## config.mk

```make
export PLATFORM = sky130hd
export DESIGN_NAME = cri_front
export DESIGN_NICKNAME = d
export VERILOG_FILES = /design/src/sv/cri_pkg.sv /design/src/sv/cri_front.sv
export SDC_FILE = /design/constraint.sdc
export NUM_CORES = 2
export LEC_CHECK = 0
export ABC_AREA = 1
export BUFFER_PORTS_ARGS = -buffer_cell sky130_fd_sc_hd__clkbuf_2
export CAP_MARGIN = 20
export CORE_UTILIZATION = 55
export DETAILED_ROUTE_END_ITERATION = 10
export GPL_TIMING_DRIVEN = 1
export PLACE_DENSITY = 0.86
export SLEW_MARGIN = 25
export SYNTH_ARGS = -nofsm -noshare
export SYNTH_HDL_FRONTEND = slang
export SYNTH_SLANG_ARGS = --single-unit
```

## constraint.sdc

```tcl
create_clock -name clk -period 5.3 [get_ports clk]
set_input_delay 0 -clock clk [delete_from_list [all_inputs] [get_ports clk]]
set_output_delay 0 -clock clk [all_outputs]
set_load 0.01 [all_outputs]
```

## src/sv/cri_pkg.sv

```systemverilog
// Shared constants and register codes for the cable robot inverse kinematics block.
package cri_pkg;

    localparam int COORD_BITS_DEFAULT = 16;
    localparam int LEN_BITS           = 18;
    localparam int NUM_LANES          = 3;
    localparam int CFG_INDEX_BITS     = 2;

    typedef enum logic [CFG_INDEX_BITS-1:0] {
        REG_BASE_SPAN   = 2'd0,
        REG_ANCHOR_Q_X  = 2'd1,
        REG_ANCHOR_Q_Y  = 2'd2,
        REG_MOUNT_LEVEL = 2'd3
    } cfg_reg_t;

endpackage

```

## src/sv/cri_front.sv

```systemverilog
// Front pipeline: coordinate differences, squares and per-cable sums of squares.
module cri_front #(
    parameter int COORD_BITS = cri_pkg::COORD_BITS_DEFAULT
) (
    input  logic                                                clk,
    input  logic                                                rst_n,
    input  logic [2:0]                                          adv,
    input  logic                                                in_valid,
    input  logic signed [COORD_BITS-1:0]                        target_x,
    input  logic signed [COORD_BITS-1:0]                        target_y,
    input  logic signed [COORD_BITS-1:0]                        target_z,
    input  logic [COORD_BITS-1:0]                               base_span,
    input  logic signed [COORD_BITS-1:0]                        anchor_q_x,
    input  logic signed [COORD_BITS-1:0]                        anchor_q_y,
    input  logic [COORD_BITS-1:0]                               mount_level,
    output logic [2:0]                                          vld,
    output logic [cri_pkg::NUM_LANES-1:0][2*COORD_BITS+3:0]     sums
);
    localparam int EXT_BITS  = COORD_BITS + 2;
    localparam int DIFF_BITS = COORD_BITS + 1;
    localparam int SQ_BITS   = 2 * DIFF_BITS;
    localparam int SUM_BITS  = SQ_BITS + 2;
    localparam int NUM_TERMS = 6;

    // Term order: x, x - span, x - qx, y, y - qy, z - level.
    logic signed [NUM_TERMS-1:0][EXT_BITS-1:0] diff;
    logic [NUM_TERMS-1:0][DIFF_BITS-1:0]       abs_next;
    logic [NUM_TERMS-1:0][DIFF_BITS-1:0]       abs_reg;
    logic [NUM_TERMS-1:0][SQ_BITS-1:0]         sq_next;
    logic [NUM_TERMS-1:0][SQ_BITS-1:0]         sq_reg;
    logic [cri_pkg::NUM_LANES-1:0][SUM_BITS-1:0] sum_next;
    logic [cri_pkg::NUM_LANES-1:0][SUM_BITS-1:0] sum_reg;
    logic [2:0]                                vld_reg;
    logic [2:0]                                vld_next;

    always_comb
    begin
        diff[0] = EXT_BITS'(target_x);
        diff[1] = EXT_BITS'(target_x) - $signed({2'b00, base_span});
        diff[2] = EXT_BITS'(target_x) - EXT_BITS'(anchor_q_x);
        diff[3] = EXT_BITS'(target_y);
        diff[4] = EXT_BITS'(target_y) - EXT_BITS'(anchor_q_y);
        diff[5] = EXT_BITS'(target_z) - $signed({2'b00, mount_level});
        for (int i = 0; i < NUM_TERMS; i++)
        begin
            if (diff[i][EXT_BITS-1])
            begin
                abs_next[i] = DIFF_BITS'(-diff[i]);
            end
            else
            begin
                abs_next[i] = DIFF_BITS'(diff[i]);
            end
        end
    end

    always_comb
    begin
        for (int i = 0; i < NUM_TERMS; i++)
        begin
            sq_next[i] = abs_reg[i] * abs_reg[i];
        end
    end

    always_comb
    begin
        sum_next[0] = SUM_BITS'(sq_reg[0]) + SUM_BITS'(sq_reg[3]) + SUM_BITS'(sq_reg[5]);
        sum_next[1] = SUM_BITS'(sq_reg[1]) + SUM_BITS'(sq_reg[3]) + SUM_BITS'(sq_reg[5]);
        sum_next[2] = SUM_BITS'(sq_reg[2]) + SUM_BITS'(sq_reg[4]) + SUM_BITS'(sq_reg[5]);
    end

    always_comb
    begin
        vld_next = vld_reg;
        if (adv[0]) vld_next[0] = in_valid;
        if (adv[1]) vld_next[1] = vld_reg[0];
        if (adv[2]) vld_next[2] = vld_reg[1];
    end

    always_ff @(posedge clk or negedge rst_n)
    begin
        if (!rst_n)
        begin
            vld_reg <= '0;
        end
        else
        begin
            vld_reg <= vld_next;
        end
    end

    always_ff @(posedge clk)
    begin
        if (adv[0]) abs_reg <= abs_next;
        if (adv[1]) sq_reg  <= sq_next;
        if (adv[2]) sum_reg <= sum_next;
    end

    assign vld  = vld_reg;
    assign sums = sum_reg;

endmodule

```

# Yosys cells after proc, flatten, opt, wreduce, memory -nomap -nowiden
# Cells that the tools add are included.
# classes
n_reduce_logical	0
magnitude_cmp	0
mul	6
addsub	16
n_eq_ne	0
n_shift	0
n_bitwise	0
div	0
n_mux	6
# ops
operator	count
$mul 17x17->34	6
$add 35x34->36	3
$add 34x34->35	3
$neg 17->17	6
$mux 17	4
$sub 16x17->18	2
$sub 16x16->17	2
$mux 15	2
# word_totals
memories	0
romBits	0
ramBits	0
ff_bits	417
latchBits	0
out_inout_bits	111

# Logic depth before layout (Yosys ltp)
# logic_depth
ltp_word	3
mapped_depth	28

# Worst setup path before layout
# No wires, ideal clock.
# synth_timing
path_kind	reg-to-reg
start	register abs_reg[58] (netlist bit)
end	register sq_reg[128] (netlist bit), data pin
arrival_time_ps	5470
path_stages_with_launch	23
setup_time_ps	262
path_slack_ps	-432
period_less_slack_ps	5732
required_time_ps	5038
path_buffers	2
cell_sequence	edfxtp_1 clkbuf_1 clkbuf_1 nand2_1 fa_1 inv_1 fa_1 inv_1 fa_1 inv_1 fa_1 fa_1 inv_1 fa_1 inv_1 ha_1 a21o_1 a21boi_0 nor2_1 nor2_1 a21boi_1 o21bai_1 xor2_1
# synth_rtl
item	line_no	text
start, declared	cri_front.sv:28	logic [NUM_TERMS-1:0][DIFF_BITS-1:0] abs_reg;
start signal, assigned	cri_front.sv:94	if (adv[0]) abs_reg <= abs_next;
end signal, assigned	cri_front.sv:95	if (adv[1]) sq_reg <= sq_next;
end, declared	cri_front.sv:30	logic [NUM_TERMS-1:0][SQ_BITS-1:0] sq_reg;

==> flow_summary_export.csv <==
group,metric,value,unit
critical_path,path_max_fanout,9,
floorplan,fp.dieW,375.2,µm
place,io_buffers,228,
grt,grt_pass1_vias,69490,
routing,vias,68270,
routing,wl_per_cell,21.56,µm
synth,synth-edff-count,408,
synth,synth-seq-area-share,16.09,%
outcome,violations,"setup timing",
place,gp_congestion,0.9769,
layout,regArea,12330,µm²
floorplan,die_h,375.2,µm
layout,nFillCells,9192,
cts,clock_path_buffers,3,
grt,antenna_found_initial,15,
grt,groute.usage.overall,32.73,%
grt,grt-ovfl-total,0,
timing,rsz0062_at_grt,"yes",
place,dpl_cell_area,85850,µm²
run,maxCapViolCount,0,
critical_path,crit_path_end_kind,"flop",
grt,grt_max_degree,97,
synth,syn_inst,9025,
outcome,status,"finished with violations",
routing,drt_iter0_drc,7116,
cts,cts_tree,"yes",
timing,final_hold_viol_count,0,
synth,ys.flop_type,"edfxtp_1",
synth,yosysWarnings,0,
timing,final.period_utilization,128.7,%
floorplan,coreArea,137800,µm²
synth,synth_top_area_share,32.67,%
cts,clk_pin_slew,0.06,ns
synth,synth_area_leaders,"fa_1, edfxtp_1, ha_1",
critical_path,crit_path_start_kind,"flop",
cts,root_buffer,"clkbuf_16",
timing,tightest_slew,1.069,ns
synth,synthArstFlopShare,0.7299,%
synth,synth.ff_latch_count,411,
timing,min_period,6.821,ns
timing,skew,0.06169,ns
place,dp_hpwl,179600,µm
routing,firstDrtPassIters,9,
timing,fin_setup_tns,-59.42,ns
synth,synth_largest_area_cell,"fa_1",
routing,routed_via_density,5.654,
synth,avgSynthCellArea,8.488,µm²
layout,fin_area,96510,µm²
grt,grt_pass1_wl,361200,µm
floorplan,initial_core_util,55.58,%
cts,clock_latency,0.71,ns
synth,ys_types,57,
critical_path,cp.arrival,7.23,ns
floorplan,rows,136,
timing,slew_headroom,28.71,%
layout,nets,12420,
timing,fmax,0.1466,GHz
layout,multiInputGateArea,59560,µm²
cts,cts_buffers,53,
floorplan,io_pins,229,
timing,drv_slew,0,
routing,drt-total-wl,260300,µm
synth,synth_area,76600,µm²
routing,drc,0,
critical_path,timing_worst_setup_path_type,"reg -> reg",
cts,htreeDepth,2,
routing,antenna_left,0,
worst_hold_path,min_path_type,"in -> reg",
cts,clock-sinks,411,
layout,largest_reg_flops,198,
layout,area_delta_synth_final,25.98,%
layout,layout-drive-gt1-share,25.21,%
timing,fin_ws,-1.521,ns
timing,setup_violations,126,
floorplan,die-area,140800,µm²
critical_path,required,5.71,ns
## metal layers
layer / up-vias / GRT usage [%] / routed length [µm] / part of all wire, %
li1: 29480 / - / - / -
met1: 33150 / 40.59 / 91300 / 35
met2: 4087 / 55.09 / 121000 / 46
met3: 1545 / 6.286 / 27460 / 11
met4: 8 / 15.43 / 20480 / 7.9
met5: - / 0 / 52 / 0.020
## worst max-delay path, stage by stage, from the launching register on
cell      delay (ns)
edfxtp_1        0.36
buf_4           0.21
buf_4           0.19
nand2_1         0.31
fa_1            0.47
inv_2           0.14
fa_1            0.57
inv_1           0.31
fa_1            0.52
inv_1           0.16
fa_1            0.50
fa_1            0.58
inv_2           0.04
fa_1            0.68
inv_2           0.10
ha_4            0.26
a21o_1          0.20
buf_4           0.15
a21boi_2        0.17
o21bai_1        0.12
a21oi_2         0.21
o21bai_1        0.10
xor2_1          0.18
## placed cells by master, fill, tap and decap left out, types with 47 or more instances in the layout
cell type | Yosys | layout
xor2_1 | 253 | 224
fa_1 | 1250 | 1158
clkbuf_2 | 0 | 225
dlygate4sd3_1 | 0 | 66
nand2_2 | 30 | 176
a21oi_2 | 4 | 85
buf_6 | 5 | 218
nand2_4 | 4 | 106
inv_1 | 2526 | 2274
o21ai_0 | 180 | 123
nand2_1 | 1761 | 1510
clkbuf_16 | 0 | 54
edfxtp_1 | 408 | 408
nor2_4 | 3 | 51
a21o_1 | 47 | 47
buf_4 | 2 | 821
fa_2 | 0 | 92
inv_2 | 7 | 243
a21oi_1 | 405 | 270
nor2_1 | 381 | 298
nand3_1 | 218 | 180
nor2_2 | 13 | 48
a21oi_4 | 0 | 54
ha_4 | 0 | 101
xnor2_1 | 152 | 138
ha_1 | 819 | 706
## synthesized netlist by cell type, drive strengths merged (2+ instances only)
library cell     n
o31a             3
o2111ai          5
a31oi           27
xor2           254
o21a            10
nor4            11
o21bai          41
buf             12
nand4           42
nor3            61
edfxtp         408
a221oi           2
o211a            2
nor2           397
o31ai            5
o21ai          216
xnor2          152
a211oi           5
fa            1250
and3             5
a21o            47
o211ai          10
and2             6
or2             11
nand3          224
o221ai           5
nor3b            2
clkbuf         207
nand3b          18
ha             819
a21oi          409
nand2         1795
inv           2533
a21boi          24
dfrtp            3
## final timing paths
path	startpoint	to	slack, ns	cells past startpoint
setup / recovery	abs_reg[78]$_DFFE_PP_	sq_reg[162]$_DFFE_PP_	-1.52	22
hold / removal	base_span[15]	abs_reg[33]$_DFFE_PP_	0.06	7
setup reg to reg	abs_reg[78]$_DFFE_PP_	sq_reg[162]$_DFFE_PP_	-1.52	22
hold reg to reg	vld[0]$_DFFE_PN0P_	vld[1]$_DFFE_PN0P_	0.53	2
max in group asynchronous	rst_n	vld[2]$_DFFE_PN0P_	4.97	3
min in group asynchronous	rst_n	vld[1]$_DFFE_PN0P_	0.17	3
## what timing repair did
action	CTS	global route
hold buffers	66	0
gates cloned	2	1
pin swaps	355	576
setup buffers	142	144
resized for setup	763	896
endpoints found under the setup margin	125	135
hold endpoints to repair	150	0
## logic make-up after synthesis
group	synth area share (%)
compound gates	5.960
buf+inv	13.55
other cells	0.004895
fa+ha+maj	46.04
xor+xnor	4.652
mux	0.01470
simple gates	13.69
flops	16.09
## through the flow
stage	instances	worst slack (ns)	utilization, %	hold slack [ns]
2_1_floorplan	9035	-0.06528	-	-0.2956
3_3_place_gp	11640	-0.3660	62.29	-0.2051
3_5_place_dp	11640	-0.4630	62.29	-0.2003
4_1_cts	11940	-0.2171	66.97	0.003952
5_1_grt	12070	-1.665	70.02	0.05722
6_report	12070	-1.521	70.02	0.05765
## layout make-up
class	count	share of cell area, %
inverters	2534	9.900
flip-flops and latches	411	12.77
repair buffers	1364	11.40
multi-input cells	5871	61.71
well taps	1794	2.326
diodes	2	0.005186
clock inverters	36	0.4473
clock buffers	62	1.431
Power is not shown: default switching activity piles up to over one toggle a cycle in this logic, so the estimate is an artifact.
