[src/sv/cri_pkg.sv]
// Shared constants and register codes for the cable robot inverse kinematics block.
package cri_pkg;

    localparam int COORD_BITS_DEFAULT = 16;
    localparam int LEN_BITS           = 18;
    localparam int NUM_LANES          = 3;
    localparam int CFG_INDEX_BITS     = 2;

    typedef enum logic [CFG_INDEX_BITS-1:0] {
        REG_BASE_SPAN   = 2'd0,
        REG_ANCHOR_Q_X  = 2'd1,
        REG_ANCHOR_Q_Y  = 2'd2,
        REG_MOUNT_LEVEL = 2'd3
    } cfg_reg_t;

endpackage

[src/sv/cri_sqrt_cell.sv]
// One square-root cell: resolves one root bit for each of the three cables.
module cri_sqrt_cell #(
    parameter int ROOT_BITS = cri_pkg::COORD_BITS_DEFAULT + 2
) (
    input  logic                                            clk,
    input  logic                                            rst_n,
    input  logic                                            adv,
    input  logic                                            valid_in,
    input  logic [cri_pkg::NUM_LANES-1:0][2*ROOT_BITS-1:0]  val_in,
    input  logic [cri_pkg::NUM_LANES-1:0][ROOT_BITS+1:0]    rem_in,
    input  logic [cri_pkg::NUM_LANES-1:0][ROOT_BITS-1:0]    root_in,
    output logic                                            valid_out,
    output logic [cri_pkg::NUM_LANES-1:0][2*ROOT_BITS-1:0]  val_out,
    output logic [cri_pkg::NUM_LANES-1:0][ROOT_BITS+1:0]    rem_out,
    output logic [cri_pkg::NUM_LANES-1:0][ROOT_BITS-1:0]    root_out
);
    localparam int VAL_BITS = 2 * ROOT_BITS;
    localparam int REM_BITS = ROOT_BITS + 2;

    logic [cri_pkg::NUM_LANES-1:0][VAL_BITS-1:0]  val_next;
    logic [cri_pkg::NUM_LANES-1:0][REM_BITS-1:0]  rem_next;
    logic [cri_pkg::NUM_LANES-1:0][ROOT_BITS-1:0] root_next;
    logic [cri_pkg::NUM_LANES-1:0][VAL_BITS-1:0]  val_reg;
    logic [cri_pkg::NUM_LANES-1:0][REM_BITS-1:0]  rem_reg;
    logic [cri_pkg::NUM_LANES-1:0][ROOT_BITS-1:0] root_reg;
    logic                                         valid_reg;
    logic [REM_BITS-1:0]                          rem_sh;
    logic [REM_BITS-1:0]                          trial;

    // Restoring square root: bring down the next two radicand bits and try
    // appending a one to the partial root.
    always_comb
    begin
        rem_sh = '0;
        trial  = '0;
        for (int l = 0; l < cri_pkg::NUM_LANES; l++)
        begin
            rem_sh      = {rem_in[l][REM_BITS-3:0], val_in[l][VAL_BITS-1:VAL_BITS-2]};
            trial       = {root_in[l], 2'b01};
            val_next[l] = {val_in[l][VAL_BITS-3:0], 2'b00};
            if (rem_sh >= trial)
            begin
                rem_next[l]  = rem_sh - trial;
                root_next[l] = {root_in[l][ROOT_BITS-2:0], 1'b1};
            end
            else
            begin
                rem_next[l]  = rem_sh;
                root_next[l] = {root_in[l][ROOT_BITS-2:0], 1'b0};
            end
        end
    end

    always_ff @(posedge clk or negedge rst_n)
    begin
        if (!rst_n)
        begin
            valid_reg <= 1'b0;
        end
        else if (adv)
        begin
            valid_reg <= valid_in;
        end
    end

    always_ff @(posedge clk)
    begin
        if (adv)
        begin
            val_reg  <= val_next;
            rem_reg  <= rem_next;
            root_reg <= root_next;
        end
    end

    assign valid_out = valid_reg;
    assign val_out   = val_reg;
    assign rem_out   = rem_reg;
    assign root_out  = root_reg;

endmodule

[config.mk]
export PLATFORM = sky130hd
export DESIGN_NAME = cri_sqrt_cell
export DESIGN_NICKNAME = d
export VERILOG_FILES = /design/src/sv/cri_pkg.sv /design/src/sv/cri_sqrt_cell.sv
export SDC_FILE = /design/constraint.sdc
export NUM_CORES = 1
export LEC_CHECK = 0
export BUFFER_PORTS_ARGS = -buffer_cell sky130_fd_sc_hd__buf_2
export CORE_AREA = 3 3 175 177
export DETAILED_ROUTE_END_ITERATION = 10
export DIE_AREA = 0 0 178 180
export PLACE_DENSITY = 0.74
export SYNTH_ARGS = -nofsm -noshare
export SYNTH_HDL_FRONTEND = slang
export SYNTH_SLANG_ARGS = --single-unit
export TNS_END_PERCENT = 10
[constraint.sdc]
create_clock -name clk -period 1.7 [get_ports clk]
set_input_delay 0.34 -clock clk [delete_from_list [all_inputs] [get_ports clk]]
set_output_delay 0.34 -clock clk [all_outputs]
set_load 0.05 [all_outputs]
; Word-level counts from Yosys, hierarchy flattened
; Cells that the tools add are included.
[word_totals]
output_inout_bits = 223
register_bits = 217
inputBits = 226
[op_classes]
addsub = 3
mux = 6
magnitude_cmp = 3
[ops]
columns = operator, count
row1 = $ge 20x20->1, 3
row2 = $mux 20, 3
row3 = $sub 20x20->20, 3
row4 = $mux 1, 3

; Longest topological paths before layout
[logic_depth]
depth_word = 2
depth_mapped = 11
mapped_depth_nobuf = 9

; Least setup slack after synthesis
; OpenSTA, ideal clock, no wires.
[synth_timing]
path_type = input -> register
startpoint = input root_in[14] (netlist name)
endpoint = register rem_reg, in the netlist rem_out[5], data pin
path_buffers = 2
arrival_time_ns = 2.180
setup_slack_ns = -0.740
stages = 9
setup_ns = 0.260
path_cell_list = inv_1 -> ha_1 -> clkbuf_2 -> nand3_1 -> nor4_4 -> o211ai_2 -> a31oi_4 -> buf_6 -> mux2_2
[synth_rtl]
columns = item, line
row1 = start: declaration, cri_sqrt_cell.sv:11  ; input logic [cri_pkg::NUM_LANES-1:0][ROOT_BITS-1:0] root_in,
row2 = end signal: assignment, cri_sqrt_cell.sv:71  ; rem_reg <= rem_next;
row3 = end: declaration, cri_sqrt_cell.sv:24  ; logic [cri_pkg::NUM_LANES-1:0][REM_BITS-1:0] rem_reg;

==> metrics.sh <==
OUTCOME='finished, violations left'
VIOLATIONS_IN_THE_FINAL_REPORTS='negative setup slack'
SYNTH_TOP_FLOP_CELL='sky130_fd_sc_hd__edfxtp_1'
SYNTH_CELL_TYPE_COUNT=70
GRT_USE_TOTAL=0.219
POWER_PER_CELL_AREA_mW_PER_MM2=991
TRITONCTS.NUM_BUFFERS=24
SYNTH.FF_LATCH_COUNT=217
DETAILEDROUTE.FIRSTPASSITERATIONCOUNT=5
CRIT_PATH_MAX_FO=8
SYNTH.YOSYS.SEQ_AREA_SHARE=0.612
FINALSETUPVIOLCOUNT=55
SETUP.REG_TO_REG.WORST_SLACK_PS=960
SYNTH_ENABLE_FLOP_CELLS=216
MAX_CLOCK_FREQ_GHz=0.475
ROUTE.FINAL.WIRE_LENGTH_MM=37.2
AVGROUTEDWIREPERCELL_UM=18.8
NUMCLOCKSINKS=217
DR_TOTAL_VIAS=9664
DIE_AREA_MM2=0.0320
TOTALPOWERFINAL_uW=17600
CRITICAL_PATH.ENDPOINT='rem_out[13]'
POST_SYNTH_INSTANCE_AREA_MM2=0.0106
GLOBAL_ROUTE_WIRE_LENGTH_BEFORE_REPAIR_MM=55.1
FIRST_GLOBAL_VIAS=10100
GRT_START_MAX_NET_PINS=64
SYNTH.AVG_CELL_AREA_UM2=13.4
GLOBAL_ROUTE.OVERFLOW_TOTAL=0
WORST_R2R_PATH_DEPTH=1
CRITICAL_PATH_REQUIRED_PS=1970
FINAL-HOLD-VIOLATION-COUNT=0
CLOCK-SKEW-FINAL_PS=0
FINALMAXSLEWVIOLATIONS=0
RSZ0062_AT_GRT='yes'
WORST_IR_DROP_VDD_uV=677
TRITONCTS='yes'
COUNT_OF_STANDARD_CELL_ROWS=63
DETAIL-ROUTE-ANTENNA-NETS=0
WORST_HOLD_PATH_TYPE='input pin to register'
CRITPATHARRIVALTIME_PS=2380
PORT_BUFFERS=436
WORST_SLACK_PS=-406
FINAL_ESTIMATED_ROUTING_CONGESTION_IN_GLOBAL_PLACEMENT=0.907
WORSTSETUPPATHTYPE='input pin to register'
WORST_R2R_STARTPOINT='valid_out'
SETUP.WORST_PATH.START='rem_in[11]'
CTS.ROOT.BUFFER_CELL='sky130_fd_sc_hd__clkbuf_16'
NUM_IO_PINS=449
FLOORPLAN.INITIALDENSITY=0.362
CORE_AREA_MM2=0.0294
WORSTSKEWPAIRLATENCY_PS=510
ANTENNA_FOUND_INITIAL=5
WORST_SETUP_PATH_END_KIND='register'
SYNTHESIZED_INSTANCE_COUNT=794
AREA_GROWTH_SYN_TO_LAYOUT_PCT=67.0
DETAILEDROUTE.FIRSTITERATIONVIOLATIONS=520
DIE_WIDTH_UM=178
R2R-END='valid_out'
YS_ASYNC_SR_FRACTION=0.00461
PATH_CLK_SLEW_PS=70
START_KIND='input pin'
FINAL_STAGE_NET_COUNT=1857
MIN_PERIOD_PS=2110
HTREE_NUM_LEVELS=1
DRIVE_GT1_FRAC=0.521
DRV_CAP=0
PLACEMENT.SETUP.WORST_SLACK_PS=-936
YOSYS_WARNINGS=0
VIA_PER_INST=4.87
MAX-CLOCK-PATH-BUFFERS=3
DRC=0
HPWLAFTERDP_MM=26.3
POWER_LEAKAGE_uW=0.00791
FINAL_WORST_PATH_PERIOD_SHARE=1.24
CHIPHEIGHT_UM=180
## sequential cells by signal (all words and copies together) (netlist names)
register   cells
root_out      54
rem_out       60
val_out      102
valid_out      1
## logic make-up after synthesis
family | count (synthesis) | share of synthesized area
compound gates | 182 | 0.119
xor+xnor | 51 | 0.0420
fa+ha+maj | 60 | 0.0705
buf+inv | 95 | 0.0409
flops | 217 | 0.612
mux | 45 | 0.0492
other cells | 1 | 0.000352
simple gates | 143 | 0.0670
## report_power, final
part	internal (uW)	switching (uW)	total (uW)	leakage (uW)
logic	2210	3600	5810	0.00542
registers	6510	166	6680	0.00213
clock network	3000	2140	5140	0.000369
total	11700	5910	17600	0.00791
## placed cells by master, fill, tap and decap left out, types with 28 or more instances in the layout
| cell | instances |
|---|---|
| sky130_fd_sc_hd__inv_1 | 55 |
| sky130_fd_sc_hd__nor2_1 | 42 |
| sky130_fd_sc_hd__buf_2 | 420 |
| sky130_fd_sc_hd__dlygate4sd3_1 | 131 |
| sky130_fd_sc_hd__edfxtp_1 | 216 |
| sky130_fd_sc_hd__a21oi_1 | 52 |
| sky130_fd_sc_hd__buf_4 | 189 |
| sky130_fd_sc_hd__xnor2_1 | 37 |
| sky130_fd_sc_hd__ha_1 | 28 |
| sky130_fd_sc_hd__ha_4 | 28 |
## metrics by stage
step / TNS (ps) / hold WS, ps / util / cell area [um^2] / cells
6_report: -11360 / 25.1 / 0.605 / 17800 / 1983
5_1_grt: -14740 / 4.25 / 0.605 / 17800 / 1983
4_1_cts: -8050 / 0.498 / 0.596 / 17500 / 1975
3_5_place_dp: -49740 / 121 / 0.510 / 15000 / 1794
3_3_place_gp: -47730 / 118 / 0.510 / 15000 / 1794
2_1_floorplan: -32820 / 44.4 / - / 11000 / 799
## critical path, cell delays in order
cell	delay (ps)
sky130_fd_sc_hd__buf_6	110
sky130_fd_sc_hd__ha_4	270
sky130_fd_sc_hd__nand4_1	220
sky130_fd_sc_hd__nor4_4	440
sky130_fd_sc_hd__o211ai_2	170
sky130_fd_sc_hd__a31oi_4	240
sky130_fd_sc_hd__buf_6	140
sky130_fd_sc_hd__buf_16	130
sky130_fd_sc_hd__mux2_4	310
## what timing repair did
item                                   4_1_cts  5_1_grt
endpoints found under the hold margin      130        1
pin swaps                                   27       26
setup endpoints to repair                   62       62
setup buffers                                7        3
resized for setup                           78       59
hold buffers                               130        1
cloned                                       1        0
## worst min path at each step
stage,to,depth (start not counted),from
after floorplan,valid_out,0,rst_n
after global placement,valid_out,1,rst_n
after detailed placement,valid_out,1,rst_n
after CTS,root_out[34],1,root_in[33]
after global routing,root_out[43],1,root_in[42]
final,root_out[34],1,root_in[33]
## cells in the mapped netlist (3+ instances only)
| cell type | count | share of area |
|---|---|---|
| sky130_fd_sc_hd__edfxtp_1 | 216 | 0.61 |
| sky130_fd_sc_hd__inv_1 | 71 | 0.025 |
| sky130_fd_sc_hd__a21oi_1 | 63 | 0.030 |
| sky130_fd_sc_hd__ha_1 | 60 | 0.071 |
| sky130_fd_sc_hd__nor2_1 | 49 | 0.017 |
| sky130_fd_sc_hd__xnor2_1 | 37 | 0.030 |
| sky130_fd_sc_hd__mux2_2 | 31 | 0.033 |
| sky130_fd_sc_hd__nand2_1 | 25 | 0.0088 |
| sky130_fd_sc_hd__o21ai_0 | 23 | 0.011 |
| sky130_fd_sc_hd__a21o_1 | 15 | 0.011 |
| sky130_fd_sc_hd__xor2_1 | 14 | 0.012 |
| sky130_fd_sc_hd__nor3_1 | 13 | 0.0061 |
| sky130_fd_sc_hd__o211ai_1 | 11 | 0.0078 |
| sky130_fd_sc_hd__o21a_1 | 11 | 0.0078 |
| sky130_fd_sc_hd__nand2b_1 | 8 | 0.0047 |
| sky130_fd_sc_hd__nand4_1 | 8 | 0.0047 |
| sky130_fd_sc_hd__o21bai_1 | 8 | 0.0056 |
| sky130_fd_sc_hd__mux2_4 | 7 | 0.0099 |
| sky130_fd_sc_hd__mux2i_1 | 7 | 0.0066 |
| sky130_fd_sc_hd__nand3_1 | 7 | 0.0033 |
| sky130_fd_sc_hd__nor2b_1 | 7 | 0.0041 |
| sky130_fd_sc_hd__a211oi_1 | 6 | 0.0042 |
| sky130_fd_sc_hd__a31oi_1 | 6 | 0.0035 |
| sky130_fd_sc_hd__buf_2 | 6 | 0.0028 |
| sky130_fd_sc_hd__buf_4 | 6 | 0.0042 |
| sky130_fd_sc_hd__buf_6 | 6 | 0.0063 |
| sky130_fd_sc_hd__and3_1 | 5 | 0.0029 |
| sky130_fd_sc_hd__o31ai_1 | 5 | 0.0035 |
| sky130_fd_sc_hd__and2_1 | 4 | 0.0023 |
| sky130_fd_sc_hd__a21bo_2 | 3 | 0.0028 |
| sky130_fd_sc_hd__a41oi_1 | 3 | 0.0025 |
| sky130_fd_sc_hd__clkbuf_1 | 3 | 0.0011 |
| sky130_fd_sc_hd__clkbuf_2 | 3 | 0.0014 |
| sky130_fd_sc_hd__or2_2 | 3 | 0.0018 |
| sky130_fd_sc_hd__or3_1 | 3 | 0.0018 |
## layout make-up
class                   count  area (um^2)
fillers                  2189        11600
flip-flops and latches    217         6510
repair buffers            770         5270
multi-input cells         487         4430
clock buffers              30          644
well taps                 390          488
inverters                  71          302
clock inverters            13          126
diodes                      5         12.5
## per-layer routing
metal	up-vias	part of all wire	global-route usage
met5	-	0	0
met4	0	0.035	0.0826
met3	86	0.073	0.0465
met2	423	0.52	0.396
met1	4642	0.37	0.252
li1	4513	-	-
Power figures use the tool's default switching activity.
